`config.mk`:
```
export PLATFORM = sky130hd
export DESIGN_NAME = latitude_band_histogram
export DESIGN_NICKNAME = d
export VERILOG_FILES = /design/src/lbh_pkg.sv /design/src/lbh_div.sv /design/src/lbh_dpath.sv /design/src/lbh_ctrl.sv /design/src/latitude_band_histogram.sv
export SDC_FILE = /design/constraint.sdc
export NUM_CORES = 2
export LEC_CHECK = 0
export BUFFER_PORTS_ARGS = -buffer_cell sky130_fd_sc_hd__buf_4
export CAP_MARGIN = 20
export CORE_MARGIN = 4
export CORE_UTILIZATION = 60
export CTS_CLUSTER_SIZE = 12
export DETAILED_ROUTE_END_ITERATION = 8
export MAX_ROUTING_LAYER = met4
export PLACE_DENSITY = 0.83
export SYNTH_ARGS = -nofsm -noshare
export SYNTH_HDL_FRONTEND = slang
export SYNTH_SLANG_ARGS = --single-unit
```
`constraint.sdc`:
```
create_clock -name clk -period 9.9 [get_ports clk]
set_input_delay 1.485 -clock clk [delete_from_list [all_inputs] [get_ports clk]]
set_output_delay 1.485 -clock clk [all_outputs]
set_load 0.005 [all_outputs]
```
`src/lbh_pkg.sv`:
```
// shared types and constants for the latitude band histogram
// no dependencies; imported by every module of the block
`default_nettype none

package lbh_pkg;

	localparam int LBH_LAT_W  = 14;  // latitude, band_low, counts
	localparam int LBH_HIGH_W = 15;  // band_high
	localparam int LBH_QW     = 6;   // band index: at most 9000 / 200 = 45
	localparam int LBH_ADDR_W = 3;
	localparam int LBH_DATA_W = 32;

	localparam logic [LBH_LAT_W-1:0] LAT_MAX   = 14'd9000;
	localparam logic [LBH_LAT_W-1:0] WIDTH_MIN = 14'd200;

	// operation codes
	localparam logic OP_ADD    = 1'b0;
	localparam logic OP_FINISH = 1'b1;

	// register index (byte address / 4)
	localparam logic REG_BAND_WIDTH = 1'b0;

	typedef enum logic [3:0] {
		ST_IDLE,
		ST_ADD_GO,
		ST_ADD_DIV,
		ST_ADD_RD,
		ST_ADD_WR,
		ST_LO_GO,
		ST_LO_DIV,
		ST_HI_GO,
		ST_HI_DIV,
		ST_PREV_RD,
		ST_PREV_ACC,
		ST_J_RD,
		ST_EMIT
	} state_t;

	typedef enum logic [1:0] {
		DIV_SAMPLE,
		DIV_LOWEST,
		DIV_HIGHEST
	} div_sel_t;

	typedef enum logic [1:0] {
		RD_SLOT,
		RD_CUR,
		RD_PREV
	} rd_sel_t;

	typedef struct packed {
		logic     sample_load;
		logic     div_start;
		div_sel_t div_sel;
		logic     rd_en;
		rd_sel_t  rd_sel;
		logic     add_write;
		logic     store_first;
		logic     store_last;
		logic     acc_load;
		logic     out_load;
		logic     clear_store;
	} cmd_t;

	typedef struct packed {
		logic any;
		logic div_done;
		logic merge;
		logic at_last;
		logic out_free;
	} sts_t;

endpackage

`default_nettype wire

```
`src/lbh_div.sv`:
```
// restoring divider, one quotient bit per cycle, quotient known to fit LBH_QW bits
// depends on lbh_pkg
`default_nettype none

module lbh_div (
	input  wire logic                          clk,
	input  wire logic                          arst_n,
	input  wire logic                          start,
	input  wire logic [lbh_pkg::LBH_LAT_W-1:0] dividend,
	input  wire logic [lbh_pkg::LBH_LAT_W-1:0] divisor,
	output logic      [lbh_pkg::LBH_QW-1:0]    quo,
	output logic      [lbh_pkg::LBH_LAT_W-1:0] rem,
	output logic                               done
);
	import lbh_pkg::*;

	localparam int DW = LBH_LAT_W + LBH_QW - 1;
	localparam int CW = $clog2(LBH_QW);

	logic [DW-1:0]        den_q;
	logic [LBH_LAT_W-1:0] rem_q;
	logic [LBH_QW-1:0]    quo_q;
	logic [CW-1:0]        cnt_q;
	logic                 busy_q;
	logic                 done_q;
	logic                 ge;

	assign ge = {{(LBH_QW-1){1'b0}}, rem_q} >= den_q;

	always_ff @(posedge clk or negedge arst_n) begin
		if (!arst_n) begin
			busy_q <= 1'b0;
			done_q <= 1'b0;
			cnt_q  <= '0;
		end else begin
			done_q <= busy_q && (cnt_q == '0);
			if (start) begin
				busy_q <= 1'b1;
				cnt_q  <= CW'(LBH_QW - 1);
			end else if (busy_q) begin
				if (cnt_q == '0) begin
					busy_q <= 1'b0;
				end
				cnt_q <= cnt_q - 1'b1;
			end
		end
	end

	always_ff @(posedge clk) begin
		if (start) begin
			den_q <= {divisor, {(LBH_QW-1){1'b0}}};
			rem_q <= dividend;
			quo_q <= '0;
		end else if (busy_q) begin
			// subtrahend fits the remainder width whenever ge holds
			if (ge) begin
				rem_q <= rem_q - den_q[LBH_LAT_W-1:0];
			end
			quo_q <= {quo_q[LBH_QW-2:0], ge};
			den_q <= den_q >> 1;
		end
	end

	assign quo  = quo_q;
	assign rem  = rem_q;
	assign done = done_q;

endmodule

`default_nettype wire

```
`src/lbh_dpath.sv`:
```
// datapath: band store, divider, extremes, readout walk and output register
// depends on lbh_pkg and lbh_div
`default_nettype none

module lbh_dpath #(
	parameter int BAND_SLOTS  = 64,
	parameter int MAX_SAMPLES = 16383
) (
	input  wire logic                           clk,
	input  wire logic                           arst_n,
	input  wire lbh_pkg::cmd_t                  cmd,
	output lbh_pkg::sts_t                       sts,
	input  wire logic                           cfg_clear,
	input  wire logic [lbh_pkg::LBH_LAT_W-1:0]  band_width,
	input  wire logic [lbh_pkg::LBH_LAT_W-1:0]  latitude,
	output logic                                out_valid,
	input  wire logic                           out_stall,
	output logic      [lbh_pkg::LBH_LAT_W-1:0]  band_low,
	output logic      [lbh_pkg::LBH_HIGH_W-1:0] band_high,
	output logic      [lbh_pkg::LBH_LAT_W-1:0]  band_count,
	output logic                                last
);
	import lbh_pkg::*;

	localparam int AW = $clog2(BAND_SLOTS);
	localparam int CAP_I = (MAX_SAMPLES > 16383) ? 16383 : MAX_SAMPLES;
	localparam logic [LBH_LAT_W-1:0] COUNT_CAP = LBH_LAT_W'(CAP_I);

	logic [LBH_LAT_W-1:0]  eff_w;
	logic [LBH_LAT_W-1:0]  x_q;
	logic [LBH_LAT_W-1:0]  lowest_q;
	logic [LBH_LAT_W-1:0]  highest_q;
	logic                  any_q;
	logic [LBH_LAT_W-1:0]  dividend;
	logic [LBH_QW-1:0]     quo;
	logic [LBH_LAT_W-1:0]  rem;
	logic                  div_done;

	logic [LBH_LAT_W-1:0]  mem [BAND_SLOTS];
	logic [BAND_SLOTS-1:0] vld_q;
	logic [LBH_QW-1:0]     rd_slot;
	logic [AW-1:0]         rd_addr;
	logic                  rd_in_range;
	logic [LBH_LAT_W-1:0]  rd_data_q;
	logic                  rd_hit_q;
	logic [LBH_LAT_W-1:0]  rd_val;
	logic                  wr_in_range;
	logic [LBH_LAT_W-1:0]  inc_val;

	logic [LBH_QW-1:0]     j_q;
	logic [LBH_QW-1:0]     last_q;
	logic                  merge_q;
	logic [LBH_HIGH_W-1:0] low_q;
	logic [LBH_LAT_W-1:0]  acc_q;
	logic [LBH_HIGH_W-1:0] sum;
	logic [LBH_LAT_W-1:0]  sat_sum;
	logic [LBH_HIGH_W-1:0] next_low;
	logic                  clear_all;

	logic                  out_valid_q;
	logic [LBH_LAT_W-1:0]  band_low_q;
	logic [LBH_HIGH_W-1:0] band_high_q;
	logic [LBH_LAT_W-1:0]  band_count_q;
	logic                  last_q_out;

	// width clamped into the legal band range, never zero
	always_comb begin
		eff_w = band_width;
		if (band_width < WIDTH_MIN) begin
			eff_w = WIDTH_MIN;
		end else if (band_width > LAT_MAX) begin
			eff_w = LAT_MAX;
		end
	end

	always_comb begin
		case (cmd.div_sel)
			DIV_SAMPLE:  dividend = (x_q == '0) ? '0 : x_q - 1'b1;
			DIV_LOWEST:  dividend = lowest_q;
			DIV_HIGHEST: dividend = (highest_q == '0) ? '0 : highest_q - 1'b1;
			default:     dividend = '0;
		endcase
	end

	lbh_div u_div (
		.clk      (clk),
		.arst_n   (arst_n),
		.start    (cmd.div_start),
		.dividend (dividend),
		.divisor  (eff_w),
		.quo      (quo),
		.rem      (rem),
		.done     (div_done)
	);

	always_comb begin
		case (cmd.rd_sel)
			RD_SLOT: rd_slot = quo;
			RD_CUR:  rd_slot = j_q;
			RD_PREV: rd_slot = j_q - 1'b1;
			default: rd_slot = j_q;
		endcase
	end

	assign rd_addr     = AW'(rd_slot);
	assign rd_in_range = 32'(rd_slot) < BAND_SLOTS;
	assign wr_in_range = 32'(quo) < BAND_SLOTS;
	assign rd_val      = rd_hit_q ? rd_data_q : '0;
	assign inc_val     = (rd_val < COUNT_CAP) ? rd_val + 1'b1 : rd_val;
	assign clear_all   = cmd.clear_store || cfg_clear;

	// band store: entries not marked valid read as zero
	always_ff @(posedge clk) begin
		if (cmd.rd_en) begin
			rd_data_q <= mem[rd_addr];
		end
		if (cmd.add_write && wr_in_range) begin
			mem[AW'(quo)] <= inc_val;
		end
	end

	always_ff @(posedge clk or negedge arst_n) begin
		if (!arst_n) begin
			vld_q    <= '0;
			rd_hit_q <= 1'b0;
		end else begin
			if (cmd.rd_en) begin
				rd_hit_q <= rd_in_range && vld_q[rd_addr];
			end
			if (clear_all) begin
				vld_q <= '0;
			end else if (cmd.add_write && wr_in_range) begin
				vld_q[AW'(quo)] <= 1'b1;
			end
		end
	end

	always_ff @(posedge clk) begin
		if (cmd.sample_load) begin
			x_q <= (latitude > LAT_MAX) ? LAT_MAX : latitude;
		end
	end

	always_ff @(posedge clk or negedge arst_n) begin
		if (!arst_n) begin
			lowest_q  <= LAT_MAX;
			highest_q <= '0;
			any_q     <= 1'b0;
		end else if (clear_all) begin
			lowest_q  <= LAT_MAX;
			highest_q <= '0;
			any_q     <= 1'b0;
		end else if (cmd.add_write) begin
			if (x_q < lowest_q) begin
				lowest_q <= x_q;
			end
			if (x_q > highest_q) begin
				highest_q <= x_q;
			end
			any_q <= 1'b1;
		end
	end

	// readout walk
	assign next_low = low_q + {1'b0, eff_w};
	assign sum      = {1'b0, acc_q} + {1'b0, rd_val};
	assign sat_sum  = (sum > {1'b0, COUNT_CAP}) ? COUNT_CAP : sum[LBH_LAT_W-1:0];

	always_ff @(posedge clk) begin
		if (cmd.store_first) begin
			j_q     <= quo;
			low_q   <= {1'b0, lowest_q} - {1'b0, rem};
			// lowest on a band edge: the slot below belongs to the first band
			merge_q <= (rem == '0) && (lowest_q != '0);
		end else if (cmd.out_load) begin
			j_q   <= j_q + 1'b1;
			low_q <= next_low;
		end
		if (cmd.store_last) begin
			last_q <= (quo < j_q) ? j_q : quo;
		end
		if (cmd.store_last || cmd.out_load) begin
			acc_q <= '0;
		end else if (cmd.acc_load) begin
			acc_q <= rd_val;
		end
	end

	// output register
	always_ff @(posedge clk or negedge arst_n) begin
		if (!arst_n) begin
			out_valid_q <= 1'b0;
		end else if (cmd.out_load) begin
			out_valid_q <= 1'b1;
		end else if (!out_stall) begin
			out_valid_q <= 1'b0;
		end
	end

	always_ff @(posedge clk) begin
		if (cmd.out_load) begin
			band_low_q   <= low_q[LBH_LAT_W-1:0];
			band_high_q  <= next_low;
			band_count_q <= sat_sum;
			last_q_out   <= (j_q == last_q);
		end
	end

	assign out_valid  = out_valid_q;
	assign band_low   = band_low_q;
	assign band_high  = band_high_q;
	assign band_count = band_count_q;
	assign last       = last_q_out;

	assign sts.any      = any_q;
	assign sts.div_done = div_done;
	assign sts.merge    = merge_q;
	assign sts.at_last  = (j_q == last_q);
	assign sts.out_free = !out_valid_q || !out_stall;

endmodule

`default_nettype wire

```
`src/lbh_ctrl.sv`:
```
// controller: sequences sample adds and the band readout
// depends on lbh_pkg
`default_nettype none

module lbh_ctrl (
	input  wire logic          clk,
	input  wire logic          arst_n,
	input  wire logic          in_valid,
	input  wire logic          operation,
	output logic               in_stall,
	output lbh_pkg::cmd_t      cmd,
	input  wire lbh_pkg::sts_t sts
);
	import lbh_pkg::*;

	state_t state_q;
	state_t state_d;

	always_ff @(posedge clk or negedge arst_n) begin
		if (!arst_n) begin
			state_q <= ST_IDLE;
		end else begin
			state_q <= state_d;
		end
	end

	always_comb begin
		state_d = state_q;
		unique case (state_q)
			ST_IDLE: begin
				if (in_valid) begin
					if (operation == OP_ADD) begin
						state_d = ST_ADD_GO;
					end else if (sts.any) begin
						state_d = ST_LO_GO;
					end
				end
			end
			ST_ADD_GO:   state_d = ST_ADD_DIV;
			ST_ADD_DIV:  if (sts.div_done) state_d = ST_ADD_RD;
			ST_ADD_RD:   state_d = ST_ADD_WR;
			ST_ADD_WR:   state_d = ST_IDLE;
			ST_LO_GO:    state_d = ST_LO_DIV;
			ST_LO_DIV:   if (sts.div_done) state_d = ST_HI_GO;
			ST_HI_GO:    state_d = ST_HI_DIV;
			ST_HI_DIV: begin
				if (sts.div_done) begin
					state_d = sts.merge ? ST_PREV_RD : ST_J_RD;
				end
			end
			ST_PREV_RD:  state_d = ST_PREV_ACC;
			ST_PREV_ACC: state_d = ST_J_RD;
			ST_J_RD:     state_d = ST_EMIT;
			ST_EMIT: begin
				if (sts.out_free) begin
					state_d = sts.at_last ? ST_IDLE : ST_J_RD;
				end
			end
			default:     state_d = ST_IDLE;
		endcase
	end

	always_comb begin
		cmd         = '0;
		cmd.div_sel = DIV_SAMPLE;
		cmd.rd_sel  = RD_CUR;
		in_stall    = 1'b1;
		unique case (state_q)
			ST_IDLE: begin
				in_stall        = 1'b0;
				cmd.sample_load = in_valid && (operation == OP_ADD);
			end
			ST_ADD_GO: begin
				cmd.div_start = 1'b1;
				cmd.div_sel   = DIV_SAMPLE;
			end
			ST_ADD_RD: begin
				cmd.rd_en  = 1'b1;
				cmd.rd_sel = RD_SLOT;
			end
			ST_ADD_WR:   cmd.add_write = 1'b1;
			ST_LO_GO: begin
				cmd.div_start = 1'b1;
				cmd.div_sel   = DIV_LOWEST;
			end
			ST_LO_DIV: begin
				cmd.div_sel     = DIV_LOWEST;
				cmd.store_first = sts.div_done;
			end
			ST_HI_GO: begin
				cmd.div_start = 1'b1;
				cmd.div_sel   = DIV_HIGHEST;
			end
			ST_HI_DIV: begin
				cmd.div_sel    = DIV_HIGHEST;
				cmd.store_last = sts.div_done;
			end
			ST_PREV_RD: begin
				cmd.rd_en  = 1'b1;
				cmd.rd_sel = RD_PREV;
			end
			ST_PREV_ACC: cmd.acc_load = 1'b1;
			ST_J_RD: begin
				cmd.rd_en  = 1'b1;
				cmd.rd_sel = RD_CUR;
			end
			ST_EMIT: begin
				cmd.out_load    = sts.out_free;
				cmd.clear_store = sts.out_free && sts.at_last;
			end
			default: begin
			end
		endcase
	end

endmodule

`default_nettype wire

```
`src/latitude_band_histogram.sv`:
```
// latitude band histogram: a sample word passes a start step, band index division,
// a store read, a store write and the idle state before the next input is taken. a
// finish word runs two divisions, a read of the slot below when the lowest sample
// sits on a band edge, then a store read and an output load per band, the load waiting
// while the output stalls; with no samples it gives no output. reset clears the band
// store (valid flags), extremes and width (200); no clearing pass, inputs taken at once
`default_nettype none

module latitude_band_histogram #(
	parameter int BAND_SLOTS  = 64,
	parameter int MAX_SAMPLES = 16383
) (
	input  wire logic                           clk,
	input  wire logic                           arst_n,
	input  wire logic                           psel,
	input  wire logic                           penable,
	input  wire logic                           pwrite,
	input  wire logic [lbh_pkg::LBH_ADDR_W-1:0] paddr,
	input  wire logic [lbh_pkg::LBH_DATA_W-1:0] pwdata,
	output logic      [lbh_pkg::LBH_DATA_W-1:0] prdata,
	output logic                                pready,
	input  wire logic                           in_valid,
	output logic                                in_stall,
	input  wire logic                           operation,
	input  wire logic [lbh_pkg::LBH_LAT_W-1:0]  latitude,
	output logic                                out_valid,
	input  wire logic                           out_stall,
	output logic      [lbh_pkg::LBH_LAT_W-1:0]  band_low,
	output logic      [lbh_pkg::LBH_HIGH_W-1:0] band_high,
	output logic      [lbh_pkg::LBH_LAT_W-1:0]  band_count,
	output logic                                last
);
	import lbh_pkg::*;

	logic [LBH_LAT_W-1:0] band_width_q;
	logic                 reg_idx;
	logic                 cfg_wr;
	logic                 cfg_clear;
	cmd_t                 cmd;
	sts_t                 sts;

	assign pready    = 1'b1;
	assign reg_idx   = paddr[2];
	assign cfg_wr    = psel && penable && pwrite;
	assign cfg_clear = cfg_wr && (reg_idx == REG_BAND_WIDTH);
	assign prdata    = (reg_idx == REG_BAND_WIDTH) ?
		{{(LBH_DATA_W-LBH_LAT_W){1'b0}}, band_width_q} : '0;

	always_ff @(posedge clk or negedge arst_n) begin
		if (!arst_n) begin
			band_width_q <= WIDTH_MIN;
		end else if (cfg_clear) begin
			band_width_q <= pwdata[LBH_LAT_W-1:0];
		end
	end

	lbh_ctrl u_ctrl (
		.clk       (clk),
		.arst_n    (arst_n),
		.in_valid  (in_valid),
		.operation (operation),
		.in_stall  (in_stall),
		.cmd       (cmd),
		.sts       (sts)
	);

	lbh_dpath #(
		.BAND_SLOTS  (BAND_SLOTS),
		.MAX_SAMPLES (MAX_SAMPLES)
	) u_dpath (
		.clk        (clk),
		.arst_n     (arst_n),
		.cmd        (cmd),
		.sts        (sts),
		.cfg_clear  (cfg_clear),
		.band_width (band_width_q),
		.latitude   (latitude),
		.out_valid  (out_valid),
		.out_stall  (out_stall),
		.band_low   (band_low),
		.band_high  (band_high),
		.band_count (band_count),
		.last       (last)
	);

	// a pending word is never overwritten
	a_no_overwrite: assert property (@(posedge clk) disable iff (!arst_n)
		cmd.out_load |-> !(out_valid && out_stall))
		else $error("output word overwritten while stalled");

	// each divider start is followed by its done pulse
	a_div_latency: assert property (@(posedge clk) disable iff (!arst_n)
		cmd.div_start |-> ##(LBH_QW + 1) sts.div_done)
		else $error("divider done pulse out of place");

	// the final band of a readout empties the store
	a_clear_after_last: assert property (@(posedge clk) disable iff (!arst_n)
		(cmd.out_load && sts.at_last) |=> !sts.any)
		else $error("store not cleared after readout");

	// no input is taken while a readout or add is in flight
	a_busy_stalls: assert property (@(posedge clk) disable iff (!arst_n)
		(cmd.div_start || cmd.rd_en || cmd.out_load) |-> in_stall)
		else $error("input accepted while busy");

endmodule

`default_nettype wire
```
## After elaboration in Yosys (flattened, before gate mapping)

Memories as Yosys holds them, arrays and structs flattened. A register that Yosys moved wholly into a read port is not among the register bits.
Cells that the tools add are included.
Widths: inputs -> output; s select.

- Memories kept: 1
- Register bits: 257
- Bits in writable memories: 896
- Input port bits: 57
- Word-level logic and storage cells: 170

Memories:

| memory | depth | bits a word | rd ports | clocked after Yosys merged registers in | write ports | RTL line | text |
|---|---|---|---|---|---|---|---|
| u_dpath.mem | 64 | 14 | 1 | 1 | 1 | lbh_dpath.sv:39 | `logic [LBH_LAT_W-1:0] mem [BAND_SLOTS];` |

- Muxes and demuxes: 62
- $add $sub $neg: 10
- Equality and inequality tests: 23
- Reduce and logical (&&, ||, !) cells: 34
- Bitwise gates (word level): 3
- Order comparisons: 12

Operators by type and width:

| operator | number |
|---|---|
| $mux 14 | 16 |
| $mux 64 | 2 |
| $or 64x64->64 | 1 |
| $pmux 4 s12 | 1 |
| $logic_not 14->1 | 3 |
| $pmux 14 s3 | 1 |
| $mux 19 | 2 |
| $mux 4 | 8 |
| $mux 15 | 2 |
| $gt 14x14->1 const B | 2 |
| $sub 14x1->14 const B | 2 |
| $eq 4x4->1 const B | 5 |
| $ge 14x19->1 | 1 |
| $mux 1 | 18 |
| $mux 6 | 3 |
| $eq 4x3->1 const B | 4 |
| $add 14x14->15 | 1 |
| $add 15x14->15 | 1 |
| $gt 15x14->1 const B | 1 |
| $sub 14x14->15 | 1 |
| $add 14x1->14 const B | 1 |
| $gt 14x14->1 | 1 |
| $lt 14x14->1 | 1 |
| $lt 14x14->1 const B | 1 |
| 36 further kinds | 65 |

## Logic depth before layout (Yosys ltp)

- Depth in word-level cells: 7
- Mapped depth: 17

## Cells and area by module

Synthesis repeated with hierarchy kept, for this count alone.

- Cells, all modules: 3856
- Area, all modules: 51121.5 µm²

Modules (own cells, without submodules):

| module | area each (µm²) | times used | seq. area each (µm²) | cells an instance |
|---|---|---|---|---|
| lbh_dpath | 47118.9 | 1 | 32572.5 | 3444 |
| lbh_div | 2640.0 | 1 | 1186.1 | 275 |
| latitude_band_histogram | 830.8 | 1 | 354.1 | 67 |
| lbh_ctrl | 531.8 | 1 | 100.1 | 70 |

## Least setup slack after synthesis

No wires, ideal clock.

- Path type: reg2reg
- From: register u_dpath.rd_hit_q
- To: memory u_dpath.mem[0][3] (data pin)
- Path slack: 5762 ps
- Period minus slack after synthesis: 4138 ps
- Buffers on the path: 1
- Arrival time: 3569 ps
- Library setup time: 569 ps
- Stages on the path, launching flop included: 8
- Cells stage by stage: dfrtp_1 -> and2_1 -> clkbuf_1 -> nand2_1 -> or2_2 -> nor4_2 -> nor2_1 -> xnor2_1

- Longest elaborated chain between the ends: 3

RTL lines:

| item | RTL line | text |
|---|---|---|
| start, declared | lbh_dpath.sv:45 | `logic rd_hit_q;` |
| start signal, assigned | lbh_dpath.sv:128 | `rd_hit_q <= rd_in_range && vld_q[rd_addr];` |
| $mux 14 | lbh_dpath.sv:108 | `assign rd_val = rd_hit_q ? rd_data_q : '0;` |
| net u_dpath.rd_val[8] | lbh_dpath.sv:46 | `logic [LBH_LAT_W-1:0] rd_val;` |
| $lt 14x14->1 | lbh_dpath.sv:109 | `assign inc_val = (rd_val < COUNT_CAP) ? rd_val + 1'b1 : rd_val;` |
| $mux 14 | lbh_dpath.sv:109 |  |
| net u_dpath.inc_val[3] | lbh_dpath.sv:48 | `logic [LBH_LAT_W-1:0] inc_val;` |
| end, declared | lbh_dpath.sv:39 |  |

The timed path passes the listed nets, and every way through them passes these cells.

## Worst setup path in the final report

- From: register u_ctrl.state_q[3]
- To: register u_dpath.rd_data_q[5], read port of u_dpath.mem (data pin)

- Longest elaborated chain between the ends: 4

RTL lines:

| item | RTL line | text |
|---|---|---|
| start, declared | lbh_ctrl.sv:16 | `state_t state_q;` |
| start signal, assigned | lbh_ctrl.sv:23 | `state_q <= state_d;` |
| $eq 4x4->1 or $eq 4x2->1 (tied branches) | lbh_ctrl.sv:68 | `unique case (state_q)` |
| $pmux 3 s3 * | lbh_ctrl.sv:68 |  |
| $eq 2x2->1 or $logic_not 2->1 (tied branches) | lbh_dpath.sv:97 | `case (cmd.rd_sel)` |
| $pmux 6 s2 | lbh_dpath.sv:97 |  |
| end, declared | lbh_dpath.sv:44 | `logic [LBH_LAT_W-1:0] rd_data_q;` |

Mark *: on every way between the ends. The rest lies on a longest branch, timed or not.
A chain may end at the register's enable or synchronous reset.

==> impl_metrics.env <==
export IMPL_status="finished clean"
export IMPL_synth_top_area_share_pct=59.9
export IMPL_worstSetupPathType="reg2reg"
export IMPL_pwr_share_comb_pct=30.4
export IMPL_synth_cells=4090
export IMPL_hold_violations=0
export IMPL_cts_tree="built"
export IMPL_dieArea_um2=90200
export IMPL_antenna_left=0
export IMPL_post_route_cell_area_um2=56800
export IMPL_arrival_ns=6.06
export IMPL_async_flop_share_pct=10.1
export IMPL_nNetsFinal=4329
export IMPL_multi_input_area_um2=15800
export IMPL_num_vias=33664
export IMPL_area_delta_synth_final_pct=10.7
export IMPL_port_buffers=96
export IMPL_switching_share_pct=33.4
export IMPL_grt_usage_pct=27.7
export IMPL_final_util_pct=67.4
export IMPL_max_slew_margin_pct=25.0
export IMPL_setup_viol=0
export IMPL_antenna_found_initial=1
export IMPL_wl_per_cell_um=22.9
export IMPL_power_share_clock_pct=26.7
export IMPL_finalMaxSlewViolations=0
export IMPL_seq_area_frac_synth_pct=66.7
export IMPL_tns_ns=0
export IMPL_placed_area_um2=53400
export IMPL_start_util_pct=60.9
export IMPL_seqPwrFrac_pct=42.9
export IMPL_synth_area_leaders="edfxtp_1 60%, nand2_1 5.4%, dfrtp_1 5.4%, ha_1 2.3%, a211oi_1 2.2%"
export IMPL_hp_class="reg2reg"
export IMPL_num_antenna_cells=0
export IMPL_vias_per_cell=6.26
export IMPL_place_ws_ns=4.35
export IMPL_period_minus_slack_ns=5.64
export IMPL_cts_resized=0
export IMPL_drc=0
export IMPL_cts_root_buffer="clkbuf_16"
export IMPL_synth_area_um2=51300
export IMPL_synth_warnings=0
export IMPL_clockBufferDepth=3
export IMPL_final_common_cell="edfxtp_1"
export IMPL_finalWorstSetupSlack_ns=4.26
export IMPL_cp_required_ns=10.32
export IMPL_drive_gt1_share_pct=11.1
export IMPL_p_int_mw=10.2
export IMPL_io_pins=136
export IMPL_synth_ff_type="edfxtp_1"
export IMPL_ys_seq_elements=1167
export IMPL_finClkSkew_ns=0.0330
export IMPL_synth_largest_area_cell="edfxtp_1"
export IMPL_synth_distinct_cells=80
export IMPL_worst_pin_slew_ns=1.12
export IMPL_overflow=0
export IMPL_final_cell_mix="1024 x edfxtp_1, 733 x nand2_1, 278 x nor2_1"
export IMPL_leakagePower_nw=20.8
export IMPL_crit_fanout=187
export IMPL_synth_edf_count=1024
export IMPL_first_pass_iters=5
export IMPL_numCtsBuffers=113
export IMPL_grt_pass1_wl_um=188000
export IMPL_gp_congestion=0.989
export IMPL_rsz0062_at_grt="false"
export IMPL_ff_latch_area_um2=34200
export IMPL_postCtsSetupBuffers=0
export IMPL_grt_max_degree=191
export IMPL_clock_sinks=1167
export IMPL_cts_max_level=3
export IMPL_clk_pin_slew_ns=0.06
export IMPL_die_y_um=300
export IMPL_min_period_over_period_pct=57.0
export IMPL_initialDrtViolationCount=4287
export IMPL_coreArea_um2=84200
export IMPL_grt_pass1_vias=32607
export IMPL_syn_avg_cell_area_um2=12.5
export IMPL_p_switching_mw=5.09
export IMPL_critPathLaunchType="flop"
export IMPL_fmax_mhz=177
export IMPL_vdd_drop_max_mv=0.176
export IMPL_row_count=106
export IMPL_maxCapViolations=0
export IMPL_crit_path_end_kind="flop"
export IMPL_wirelength_um=123000
export IMPL_die_w_um=300
export IMPL_postCtsHoldBufs=0
export IMPL_p_per_area_nw_per_um2=268
export IMPL_clock_latency_ns=0.68
export IMPL_hpwl_um=72500
export IMPL_fill_cells=5625
[path summary, 6_finish.rpt]
path                                    from                    to  slack, ns  depth (start not counted)
min reg2reg                 u_dpath.low_q[8]   u_dpath.band_low[8]       0.45                          0
max reg2reg                u_ctrl.state_q[3]  u_dpath.rd_data_q[5]       4.26                         11
min                         u_dpath.low_q[8]   u_dpath.band_low[8]       0.45                          0
min in group asynchronous             arst_n  u_dpath.highest_q[0]       0.87                          1
max in group asynchronous             arst_n     u_dpath.vld_q[33]       7.87                          2
max                        u_ctrl.state_q[3]  u_dpath.rd_data_q[5]       4.26                         11
[synth_stat cells (all sizes together) (33+ instances only)]
library cell and count:
o21ai 49, nand3 43, a221o 45, a211oi 158, o22ai 53, buf 113
edfxtp 1024, nand2 735, dfrtp 110, nor3 34, and2 167, a21oi 192
mux2 54, xnor2 62, ha 95, nor2 290, nor2b 39, mux2i 91
clkbuf 142, a31oi 125, inv 94, and3 44, a221oi 33
[flip-flops by register name (all words and copies together), names as in the netlist, 14 cells and up]
signal / flops
u_dpath.mem: 896
u_dpath.vld_q: 64
u_dpath.u_div.den_q: 19
u_dpath.band_high: 15
u_dpath.low_q: 15
band_width_q: 14
u_dpath.acc_q: 14
u_dpath.band_count: 14
u_dpath.band_low: 14
u_dpath.highest_q: 14
u_dpath.lowest_q: 14
u_dpath.rd_data_q: 14
u_dpath.u_div.rem: 14
u_dpath.x_q: 14
[final cells by class]
type	count	area share, %
Inverter	95	0.628
Tap cell	1134	2.50
Multi-Input combinational cell	2590	27.8
Timing Repair Buffer	206	2.82
Clock inverter	16	0.480
Sequential cell	1167	60.2
Clock buffer	171	5.53
[power by group through the flow]
stage | clock, mW | sequential [mW] | combinational, mW
3_5_place_dp | 0 | 6.63 | 4.51
3_3_place_gp | 0 | 6.62 | 4.35
2_1_floorplan | 0 | 6.52 | 3.18
6_report | 4.06 | 6.54 | 4.64
5_1_grt | 4.31 | 6.57 | 5.05
4_1_cts | 4.10 | 6.53 | 4.56
[worst max-delay path, stage by stage, from the launching register on]
cell and delay (ns):
dfrtp_1 0.86, nand4bb_1 0.52, nor2_1 0.40, a221o_4 0.62, buf_12 0.64, buf_4 0.68
mux2i_1 0.25, mux2_2 0.18, o32ai_1 0.11, a221oi_1 0.34, o22ai_1 0.26, a221o_1 0.34
[cells by family after synthesis]
| logic type | Yosys count | share of synthesized area [%] |
|---|---|---|
| and+or+nand+nor | 1441 | 12.5 |
| adders and majority gates | 99 | 2.47 |
| buffers and inverters | 350 | 3.07 |
| other | 2 | 0.0146 |
| DFF | 1167 | 66.7 |
| AOI/OAI and AO/OA | 797 | 10.7 |
| muxes | 147 | 3.05 |
| xor gates and xnor gates | 87 | 1.49 |
[stage by stage]
| stage | power (mW) | hold WS (ns) | instances |
|---|---|---|---|
| final | 15.2 | 0.455 | 5379 |
| after global routing | 15.9 | 0.462 | 5379 |
| after CTS | 15.2 | 0.457 | 5377 |
| after detailed placement | 11.1 | 0.443 | 5190 |
| after global placement | 11.0 | 0.440 | 5189 |
| after floorplan | 9.70 | 0.433 | 4107 |
[routing by layer]
metal  global-route usage [%]  vias up  wire [µm]  part of all wire, %
met5                        -        -          0                    0
met4                     10.3        0       4630                  3.8
met3                     4.79      289      13000                   11
met2                     42.8     1841      57700                   47
met1                     37.5    16402      47700                   39
li1                         -    15132          -                    -
Power figures use the tool's default switching activity.
